### src/rtl/core/pfe_pkg.sv
package pfe_pkg;

    localparam int STACK_DEPTH = 16;
    localparam int DATA_W      = 32;
    localparam int ADDR_W      = $clog2(STACK_DEPTH);
    localparam int CNT_W       = $clog2(STACK_DEPTH + 1);
    localparam int DIV_CNT_W   = $clog2(DATA_W + 1);

    localparam logic [1:0] MODE_NUMBER   = 2'd0;
    localparam logic [1:0] MODE_OPERATOR = 2'd1;
    localparam logic [1:0] MODE_END      = 2'd2;
    localparam logic [1:0] MODE_INVALID  = 2'd3;

    localparam logic [1:0] OP_ADD = 2'd0;
    localparam logic [1:0] OP_SUB = 2'd1;
    localparam logic [1:0] OP_MUL = 2'd2;
    localparam logic [1:0] OP_DIV = 2'd3;

    localparam logic [2:0] ST_ACCEPTED     = 3'd0;
    localparam logic [2:0] ST_FINAL        = 3'd1;
    localparam logic [2:0] ST_DIV_ZERO     = 3'd2;
    localparam logic [2:0] ST_FEW_OPERANDS = 3'd3;
    localparam logic [2:0] ST_BAD_TOKEN    = 3'd4;
    localparam logic [2:0] ST_BAD_EXPR     = 3'd5;
    localparam logic [2:0] ST_OVERFLOW     = 3'd6;
    localparam logic [2:0] ST_SKIPPED      = 3'd7;

    typedef struct packed {
        logic [1:0]               mode;
        logic signed [DATA_W-1:0] number_value;
        logic [1:0]               operator_code;
    } in_t;

    typedef struct packed {
        logic [2:0]               status;
        logic signed [DATA_W-1:0] final_value;
    } out_t;

endpackage

### src/rtl/core/pfe_div.sv
module pfe_div (
    input  logic                       aclk,
    input  logic                       aresetn,
    input  logic                       start,
    input  logic [pfe_pkg::DATA_W-1:0] dividend,
    input  logic [pfe_pkg::DATA_W-1:0] divisor,
    output logic                       done,
    output logic [pfe_pkg::DATA_W-1:0] quotient
);
    import pfe_pkg::*;

    logic [DIV_CNT_W-1:0] cnt_reg;
    logic                 done_reg;
    logic                 neg_reg;
    logic [DATA_W-1:0]    mag_b_reg;
    logic [DATA_W-1:0]    rem_reg;
    logic [DATA_W-1:0]    quo_reg;
    logic [DATA_W:0]      trial;
    logic [DATA_W:0]      diff;
    logic                 fits;

    assign trial = {rem_reg, quo_reg[DATA_W-1]};
    assign diff  = trial - {1'b0, mag_b_reg};
    assign fits  = trial >= {1'b0, mag_b_reg};

    always_ff @(posedge aclk) begin
        if (!aresetn) begin
            cnt_reg  <= '0;
            done_reg <= 1'b0;
        end else begin
            done_reg <= 1'b0;
            if (start) begin
                cnt_reg <= DIV_CNT_W'(DATA_W);
            end else if (cnt_reg != '0) begin
                cnt_reg <= cnt_reg - DIV_CNT_W'(1);
                if (cnt_reg == DIV_CNT_W'(1)) begin
                    done_reg <= 1'b1;
                end
            end
        end
    end

    always_ff @(posedge aclk) begin
        if (start) begin
            neg_reg   <= dividend[DATA_W-1] ^ divisor[DATA_W-1];
            mag_b_reg <= divisor[DATA_W-1] ? (DATA_W'(0) - divisor) : divisor;
            quo_reg   <= dividend[DATA_W-1] ? (DATA_W'(0) - dividend) : dividend;
            rem_reg   <= '0;
        end else if (cnt_reg != '0) begin
            rem_reg <= fits ? diff[DATA_W-1:0] : trial[DATA_W-1:0];
            quo_reg <= {quo_reg[DATA_W-2:0], fits};
        end
    end

    assign done     = done_reg;
    assign quotient = neg_reg ? (DATA_W'(0) - quo_reg) : quo_reg;

endmodule

### src/rtl/core/postfix_integer_evaluator_top.sv
// Evaluates a reverse Polish integer expression, one token per transfer, and returns
// exactly one result transfer per token. Operands live in a 16-entry stack memory with a
// registered read port; a number token is written straight to the stack, while add,
// subtract and multiply take two stack reads, an execute step and a write back, and
// divide runs the 32-step bit-serial divider between execute and write back. An error
// skips tokens until the end mark, and the end mark always empties the stack and clears
// the error. Results wait in an output register until the downstream side takes them.
module postfix_integer_evaluator_top (
    input  logic          aclk,
    input  logic          aresetn,
    input  logic          s_valid,
    output logic          s_ready,
    input  pfe_pkg::in_t  s_data,
    output logic          m_valid,
    input  logic          m_ready,
    output pfe_pkg::out_t m_data
);
    import pfe_pkg::*;

    localparam logic [2:0] S_IDLE = 3'd0;
    localparam logic [2:0] S_RD_B = 3'd1;
    localparam logic [2:0] S_RD_A = 3'd2;
    localparam logic [2:0] S_EXEC = 3'd3;
    localparam logic [2:0] S_DIV  = 3'd4;
    localparam logic [2:0] S_WB   = 3'd5;
    localparam logic [2:0] S_FIN  = 3'd6;
    localparam logic [2:0] S_EMIT = 3'd7;

    logic [DATA_W-1:0] stack_mem [STACK_DEPTH];
    logic [DATA_W-1:0] rd_data_reg;
    logic              mem_we;
    logic [ADDR_W-1:0] mem_waddr;
    logic [DATA_W-1:0] mem_wdata;
    logic              mem_re;
    logic [ADDR_W-1:0] mem_raddr;

    logic [2:0]        state_reg, state_next;
    logic [CNT_W-1:0]  count_reg, count_next;
    logic              aborted_reg, aborted_next;
    logic [1:0]        op_reg, op_next;
    logic [DATA_W-1:0] a_reg, a_next;
    logic [DATA_W-1:0] b_reg, b_next;
    logic [DATA_W-1:0] r_reg, r_next;
    logic [2:0]        res_status_reg, res_status_next;
    logic [DATA_W-1:0] res_value_reg, res_value_next;
    logic              m_valid_reg;
    out_t              m_data_reg;

    logic              div_start;
    logic              div_done;
    logic [DATA_W-1:0] div_quotient;
    logic [CNT_W-1:0]  count_m1;
    logic [CNT_W-1:0]  count_m2;
    logic              accept;

    assign s_ready  = (state_reg == S_IDLE);
    assign accept   = s_valid && s_ready;
    assign count_m1 = count_reg - CNT_W'(1);
    assign count_m2 = count_reg - CNT_W'(2);

    pfe_div u_div (
        .aclk     (aclk),
        .aresetn  (aresetn),
        .start    (div_start),
        .dividend (a_reg),
        .divisor  (b_reg),
        .done     (div_done),
        .quotient (div_quotient)
    );

    always_comb begin
        state_next      = state_reg;
        count_next      = count_reg;
        aborted_next    = aborted_reg;
        op_next         = op_reg;
        a_next          = a_reg;
        b_next          = b_reg;
        r_next          = r_reg;
        res_status_next = res_status_reg;
        res_value_next  = res_value_reg;
        mem_we          = 1'b0;
        mem_waddr       = count_reg[ADDR_W-1:0];
        mem_wdata       = s_data.number_value;
        mem_re          = 1'b0;
        mem_raddr       = count_m1[ADDR_W-1:0];
        div_start       = 1'b0;

        unique case (state_reg)
            S_IDLE: begin
                if (accept) begin
                    op_next         = s_data.operator_code;
                    res_status_next = ST_ACCEPTED;
                    res_value_next  = '0;
                    state_next      = S_EMIT;
                    if (s_data.mode == MODE_END) begin
                        count_next   = '0;
                        aborted_next = 1'b0;
                        if (aborted_reg) begin
                            res_status_next = ST_SKIPPED;
                        end else if (count_reg == CNT_W'(1)) begin
                            mem_re     = 1'b1;
                            mem_raddr  = '0;
                            state_next = S_FIN;
                        end else begin
                            res_status_next = ST_BAD_EXPR;
                        end
                    end else if (aborted_reg) begin
                        res_status_next = ST_SKIPPED;
                    end else if (s_data.mode == MODE_NUMBER) begin
                        if (count_reg >= CNT_W'(STACK_DEPTH)) begin
                            res_status_next = ST_OVERFLOW;
                            aborted_next    = 1'b1;
                        end else begin
                            mem_we     = 1'b1;
                            count_next = count_reg + CNT_W'(1);
                        end
                    end else if (s_data.mode == MODE_OPERATOR) begin
                        if (count_reg < CNT_W'(2)) begin
                            res_status_next = ST_FEW_OPERANDS;
                            aborted_next    = 1'b1;
                        end else begin
                            mem_re     = 1'b1;
                            state_next = S_RD_B;
                        end
                    end else begin
                        res_status_next = ST_BAD_TOKEN;
                        aborted_next    = 1'b1;
                    end
                end
            end
            S_RD_B: begin
                b_next     = rd_data_reg;
                mem_re     = 1'b1;
                mem_raddr  = count_m2[ADDR_W-1:0];
                state_next = S_RD_A;
            end
            S_RD_A: begin
                a_next     = rd_data_reg;
                state_next = S_EXEC;
            end
            S_EXEC: begin
                state_next = S_WB;
                case (op_reg)
                    OP_ADD: r_next = a_reg + b_reg;
                    OP_SUB: r_next = a_reg - b_reg;
                    OP_MUL: r_next = a_reg * b_reg;
                    default: begin
                        if (b_reg == '0) begin
                            res_status_next = ST_DIV_ZERO;
                            aborted_next    = 1'b1;
                            count_next      = count_m2;
                            state_next      = S_EMIT;
                        end else begin
                            div_start  = 1'b1;
                            state_next = S_DIV;
                        end
                    end
                endcase
            end
            S_DIV: begin
                if (div_done) begin
                    r_next     = div_quotient;
                    state_next = S_WB;
                end
            end
            S_WB: begin
                mem_we     = 1'b1;
                mem_waddr  = count_m2[ADDR_W-1:0];
                mem_wdata  = r_reg;
                count_next = count_m1;
                state_next = S_EMIT;
            end
            S_FIN: begin
                res_status_next = ST_FINAL;
                res_value_next  = rd_data_reg;
                state_next      = S_EMIT;
            end
            S_EMIT: begin
                if (!m_valid_reg || m_ready) begin
                    state_next = S_IDLE;
                end
            end
            default: begin
                state_next = S_IDLE;
            end
        endcase
    end

    always_ff @(posedge aclk) begin
        if (mem_we) begin
            stack_mem[mem_waddr] <= mem_wdata;
        end
        if (mem_re) begin
            rd_data_reg <= stack_mem[mem_raddr];
        end
    end

    always_ff @(posedge aclk) begin
        if (!aresetn) begin
            state_reg   <= S_IDLE;
            count_reg   <= '0;
            aborted_reg <= 1'b0;
            m_valid_reg <= 1'b0;
        end else begin
            state_reg   <= state_next;
            count_reg   <= count_next;
            aborted_reg <= aborted_next;
            if (state_reg == S_EMIT && (!m_valid_reg || m_ready)) begin
                m_valid_reg <= 1'b1;
            end else if (m_ready) begin
                m_valid_reg <= 1'b0;
            end
        end
    end

    always_ff @(posedge aclk) begin
        op_reg         <= op_next;
        a_reg          <= a_next;
        b_reg          <= b_next;
        r_reg          <= r_next;
        res_status_reg <= res_status_next;
        res_value_reg  <= res_value_next;
        if (state_reg == S_EMIT && (!m_valid_reg || m_ready)) begin
            m_data_reg.status      <= res_status_reg;
            m_data_reg.final_value <= res_value_reg;
        end
    end

    assign m_valid = m_valid_reg;
    assign m_data  = m_data_reg;

endmodule

### config.mk
export PLATFORM = sky130hd
export DESIGN_NAME = postfix_integer_evaluator_top
export DESIGN_NICKNAME = d
export VERILOG_FILES = /design/src/rtl/core/pfe_pkg.sv /design/src/rtl/core/pfe_div.sv /design/src/rtl/core/postfix_integer_evaluator_top.sv
export SDC_FILE = /design/constraint.sdc
export NUM_CORES = 2
export LEC_CHECK = 0
export BUFFER_PORTS_ARGS = -buffer_cell sky130_fd_sc_hd__buf_4
export CAP_MARGIN = 20
export CORE_AREA = 3 3 340 477
export DETAILED_ROUTE_END_ITERATION = 16
export DIE_AREA = 0 0 343 480
export MAX_ROUTING_LAYER = met4
export PLACE_DENSITY_LB_ADDON = 0.12
export SYNTH_ARGS = -nofsm -noshare
export SYNTH_HDL_FRONTEND = slang
export SYNTH_HIERARCHICAL = 1
export SYNTH_SLANG_ARGS = --single-unit
### constraint.sdc
create_clock -name aclk -period 10.7 [get_ports aclk]
set_input_delay 1.07 -clock aclk [delete_from_list [all_inputs] [get_ports aclk]]
set_output_delay 1.07 -clock aclk [all_outputs]
set_load 0.005 [all_outputs]
**After elaboration in Yosys (flattened, before gate mapping)**

Memories as Yosys holds them, arrays and structs flattened. A register that Yosys moved wholly into a read port is not among the register bits.
Index checks and enable logic that the tools add are counted.

- Register bits after elaboration: 282
- Memory bits (writable): 512
- Memories kept: 1

- Add/sub/neg operators: 10
- $mul: 1
- Order comparisons: 3
- Equality and inequality tests: 22
- Mux-type cells: 86
- Bitwise logic cells: 3
- Reduce and logical (&&, ||, !) cells: 27

Memory list:

| name | words | width | rd ports | clocked after Yosys merged registers in | wr ports | line | RTL |
|---|---|---|---|---|---|---|---|
| stack_mem | 16 | 32 | 1 | 1 | 1 | postfix_integer_evaluator_top.sv:29 | `logic [DATA_W-1:0] stack_mem [STACK_DEPTH];` |

Operators with widths:

| operator | number |
|---|---|
| two-way mux 32 bit | 8 |
| case mux 32 bit (2 select lines) | 2 |
| case mux 32 bit (3 select lines) | 1 |
| subtractor 1 x 32 -> 32 bit (first input constant) | 3 |
| subtractor 32 bit | 2 |
| two-way mux 3 bit | 18 |
| two-way mux 5 bit | 7 |
| greater-or-equal comparator 33 x 32 -> 1 bit | 1 |
| adder 32 bit | 1 |
| logical NOT 32 bit | 1 |
| multiplier 32 x 32 -> 32 bit | 1 |
| two-way mux 1 bit | 32 |
| two-way mux 31 bit | 1 |
| case mux 3 bit (7 select lines) | 1 |
| two-way mux 4 bit | 5 |
| case mux 5 bit (3 select lines) | 1 |
| equality test 3 bit (second input constant) | 4 |
| two-way mux 6 bit | 2 |
| nonzero test 2 bit | 5 |
| case mux 3 bit (3 select lines) | 1 |
| case mux 4 bit (2 select lines) | 1 |
| AND reduction 4 bit | 2 |
| AND reduction 7 bit | 1 |
| equality test 3 x 2 -> 1 bit (second input constant) | 2 |
| 32 further kinds | 49 |

**Logic depth before layout (Yosys ltp)**

- Depth in word-level cells: 9
- Gate-level depth with buffers: 28

**Modules after synthesis**

The synthesis kept the hierarchy.

By module, submodules not included:

| module | times used | cells an instance | area an instance (um^2) |
|---|---|---|---|
| postfix_integer_evaluator_top | 1 | 3546 | 45935.3 |
| pfe_div | 1 | 888 | 7734.9 |

**Worst setup path before layout**

Ideal clock, no wire load.

- Path kind: reg-to-reg
- Start point: reg b_reg[7]
- End point: reg r_reg[30], data pin
- Setup time: 0.261 ns
- Arrival: 6.874 ns
- Required time: 10.439 ns
- Slack: 3.565 ns
- Stages on the path, launching flop included: 24
- Period minus slack after synthesis: 7.135 ns
- Cell sequence: edfxtp_1 clkbuf_1 clkbuf_1 and2_1 fa_1 fa_1 fa_1 inv_1 fa_1 inv_1 fa_1 fa_1 fa_1 fa_1 ha_1 a21oi_1 o21ai_0 o21bai_1 a221oi_1 o21ai_0 a311oi_1 nand2b_1 mux2i_1 o21ai_0

- Cells in the longest elaborated chain, start to end: 3
- Elaborated cells between the ends (all ways): 5

RTL lines:

| what | line | RTL |
|---|---|---|
| start: declaration | postfix_integer_evaluator_top.sv:42 | `logic [DATA_W-1:0] b_reg, b_next;` |
| start signal: assignment | postfix_integer_evaluator_top.sv:219 | `b_reg <= b_next;` |
| multiplier 32 x 32 -> 32 bit, or another cell as far along | postfix_integer_evaluator_top.sv:146 | `OP_MUL: r_next = a_reg * b_reg;` |
| case mux 32 bit (3 select lines) * | postfix_integer_evaluator_top.sv:143 | `case (op_reg)` |
| case mux 32 bit (2 select lines) * | postfix_integer_evaluator_top.sv:88 | `unique case (state_reg)` |
| named net r_next[30] | postfix_integer_evaluator_top.sv:43 | `logic [DATA_W-1:0] r_reg, r_next;` |
| end signal: assignment | postfix_integer_evaluator_top.sv:220 | `r_reg <= r_next;` |
| end: declaration | postfix_integer_evaluator_top.sv:43 |  |

The timed path passes the listed nets; every way through them passes the cells marked *.
A chain may end at the register's enable or synchronous reset.

**Final worst setup path**

- Start point: reg a_reg[2]
- End point: reg r_reg[21], data pin

- Cells in the longest elaborated chain, start to end: 3
- Elaborated cells between the ends (all ways): 5

RTL lines:

| what | line | RTL |
|---|---|---|
| start: declaration | postfix_integer_evaluator_top.sv:41 | `logic [DATA_W-1:0] a_reg, a_next;` |
| start signal: assignment | postfix_integer_evaluator_top.sv:218 | `a_reg <= a_next;` |
| multiplier 32 x 32 -> 32 bit, or another cell as far along | postfix_integer_evaluator_top.sv:146 |  |
| case mux 32 bit (3 select lines) * | postfix_integer_evaluator_top.sv:143 |  |
| case mux 32 bit (2 select lines) * | postfix_integer_evaluator_top.sv:88 |  |
| named net r_next[21] | postfix_integer_evaluator_top.sv:43 |  |

Marks and branches as above.

==> metrics <==
status=complete, no violations; layout cells sized above 1=11.0%; worst hold-check path type=reg2reg; cts repair resizes=0; Max Fclk=approximately 120 MHz; final worst-path cycle share=between 70% and 80%; type of the worst setup path=reg2reg; routed len/inst=around 24 microns; Cell Area, Synth=53700 sq um; Met2 Routed Length=between 80 and 90 mm; row count=~170; Cells after Synth=4434; P&R area growth vs syn=11.2%; Total Routing Usage GR=about a fifth; Initial Util=around 34%; Worst-Skew Late Latency=0.73 ns; Clk Tree Root Cell=clkbuf_16; Worst Max-Slew Pin Slew=1.10 ns; DRT iter0 DRCs=a little over 2000; max cap viols=0; Synth area leaders=edfxtp_1 43%, fa_1 15%, mux4_2 5.4%; CP Launch Type=flip-flop; vias=roughly 34000; Final Hold Fails=0; IO Port Bufs=76; ys async rst share=0%; fillers=15412; vias in the first global route=36538; Routed WL=approximately 160 mm; syn avg cell area=roughly 12 sq um; met3 routed WL=4.87 mm; CTS tree=done; fin nets=around 5100; max reg flops=between 500 and 600; routability cong.=around 0.9; DRT met1 WL=roughly 66 mm; height of the chip=approximately 480 microns; Post-DP HPWL=110 mm; Sink Count=826; largest net degree at the start of global routing=between 100 and 150; CP max stage delay=0.99 ns; postcts setup bufs=0; crit path max-delay cell type=edfxtp_1; post-synthesis sequential area ratio=a little under half; I/O pin count=between 70 and 80; Residual DRC=0; Setup crit end kind=flip-flop; Synth Register Bits=approximately 830; Routed Antenna Nets=0; clk buf depth=3; Fin Setup TNS=0 ns; register area=24300 sq um; hold-fix buffers at CTS=0; Mapped Nets=5088; final setup vio count=0; max_slew headroom=26.7%; synth warn=6; Synth top area share=between 40% and 50%; count of different cell masters after synthesis=91; Worst Path Required=11.23 ns; Multi-input gate area=roughly 27000 sq um; Core ar.=~160000 sq um; die footprint=165000 sq um; top routing layer used=met4; RSZ-0062 raised after global routing=false; H-tree levels=3; first-pass GRT wire length=242 mm; initial antenna violation count=9; TritonCTS Buffers=roughly 90; drt via density=5.09; Critical Path, Cell by Cell=buf_4 -> and2_1 -> fa_1 -> fa_1 -> fa_1 -> inv_1 -> fa_1 -> inv_1 -> fa_1 -> ha_1 -> fa_1 -> fa_1 -> ha_1 -> a2111oi_0 -> nand2_1 -> a21oi_1 -> nor3b_1 -> o31a_1 -> o31a_1 -> a21oi_1 -> mux2i_1 -> o21ai_0; Synth top cells by count=777 x edfxtp_1, 459 x nand2_1, 450 x inv_1, 410 x fa_1, 351 x and2_1; Slew Limit Fails=0; post-synth top area cell=edfxtp_1; die extent in x=between 300 and 400 microns; cell with the most instances after synthesis=edfxtp_1; Post-synth EDFFs=777; drt pass-1 iters=5; post-route minimum period=8.19 ns; GRT Residual Overflow=0; Worst EP arrival=between 8 and 9 ns; Clock Skew=roughly 0.038 ns; crit path max fanout=14; CP dominant cell by count=fa_1; Clock transition at path regs=~0.060 ns; ys flop type=edfxtp_1
-- worst max-delay path, delay by kind of cell, from the launching register on --
kind            cells  cell delay [ns]
fa+ha+maj           9             3.86
buf+inv             3             0.42
flops               1             0.99
mux                 1             0.12
simple gates        3             0.47
compound gates      6             2.14
-- metrics by stage --
step                      worst slack (ns)  hold slack (ns)  std cells  instance area, sq um  util, %
after detailed placement              2.33            0.405       6473                 56800     35.9
after floorplan                       3.56            0.400       4434                 53700        -
after global placement                2.41            0.404       6472                 56800     35.9
final                                 2.51            0.413       6638                 59700     37.7
after global routing                  2.06            0.424       6636                 59700     37.7
after CTS                             2.36            0.409       6634                 59700     37.7
-- layout make-up --
cell class	instances	share of cell area, %
well taps	2100	4.40
flip-flops and latches	826	40.7
inverters	451	2.84
clock inverters	57	0.900
repair buffers	167	2.20
diodes	4	0.0168
clock buffers	104	3.83
multi-input cells	2929	45.1
-- layer usage --
metal / vias up / track usage [%]
li1: 15353 / -
met1: 17614 / 24.1
met2: 629 / 37.2
met3: 208 / 1.71
met4: 0 / 5.91
met5: - / -
-- layout by cell type, fill, tap and decap left out, types with 20 or more instances in the layout --
master,count
nand2_1,457
o21ai_0,114
and2_1,350
buf_4,163
o21bai_1,20
o31ai_1,27
ha_1,203
nand3_1,28
nor2_1,185
a21oi_1,213
inv_1,450
fa_1,410
or3_1,23
a21o_1,35
nor2b_1,46
dfxtp_1,49
nor3_1,51
xnor2_1,180
edfxtp_1,777
mux4_2,128
mux2i_1,45
xor2_1,80
clkbuf_16,89
a211oi_1,64
-- kinds of logic after synthesis --
logic type	synth area share [%]
AND/OR/NAND/NOR	11.9
flip-flops	45.3
buffers and inverters	4.98
AO/OA/AOI/OAI	7.27
XOR/XNOR	4.32
adder cells (fa/ha/maj)	20.0
multiplexers	6.23
-- worst paths after layout --
| kind | to | start | depth (start not counted) | slack (ns) |
|---|---|---|---|---|
| min reg2reg | m_data[20]$_DFFE_PP_ | res_value_reg[20]$_SDFFCE_PN0P_ | 0 | 0.41 |
| max | r_reg[21]$_DFFE_PP_ | a_reg[2]$_DFFE_PP_ | 22 | 2.51 |
| max reg2reg | r_reg[21]$_DFFE_PP_ | a_reg[2]$_DFFE_PP_ | 22 | 2.51 |
| min | m_data[20]$_DFFE_PP_ | res_value_reg[20]$_SDFFCE_PN0P_ | 0 | 0.41 |
Power is left out: the tool's default activity adds up to more than one toggle a clock period on the data nets, which glitch-free logic cannot reach.
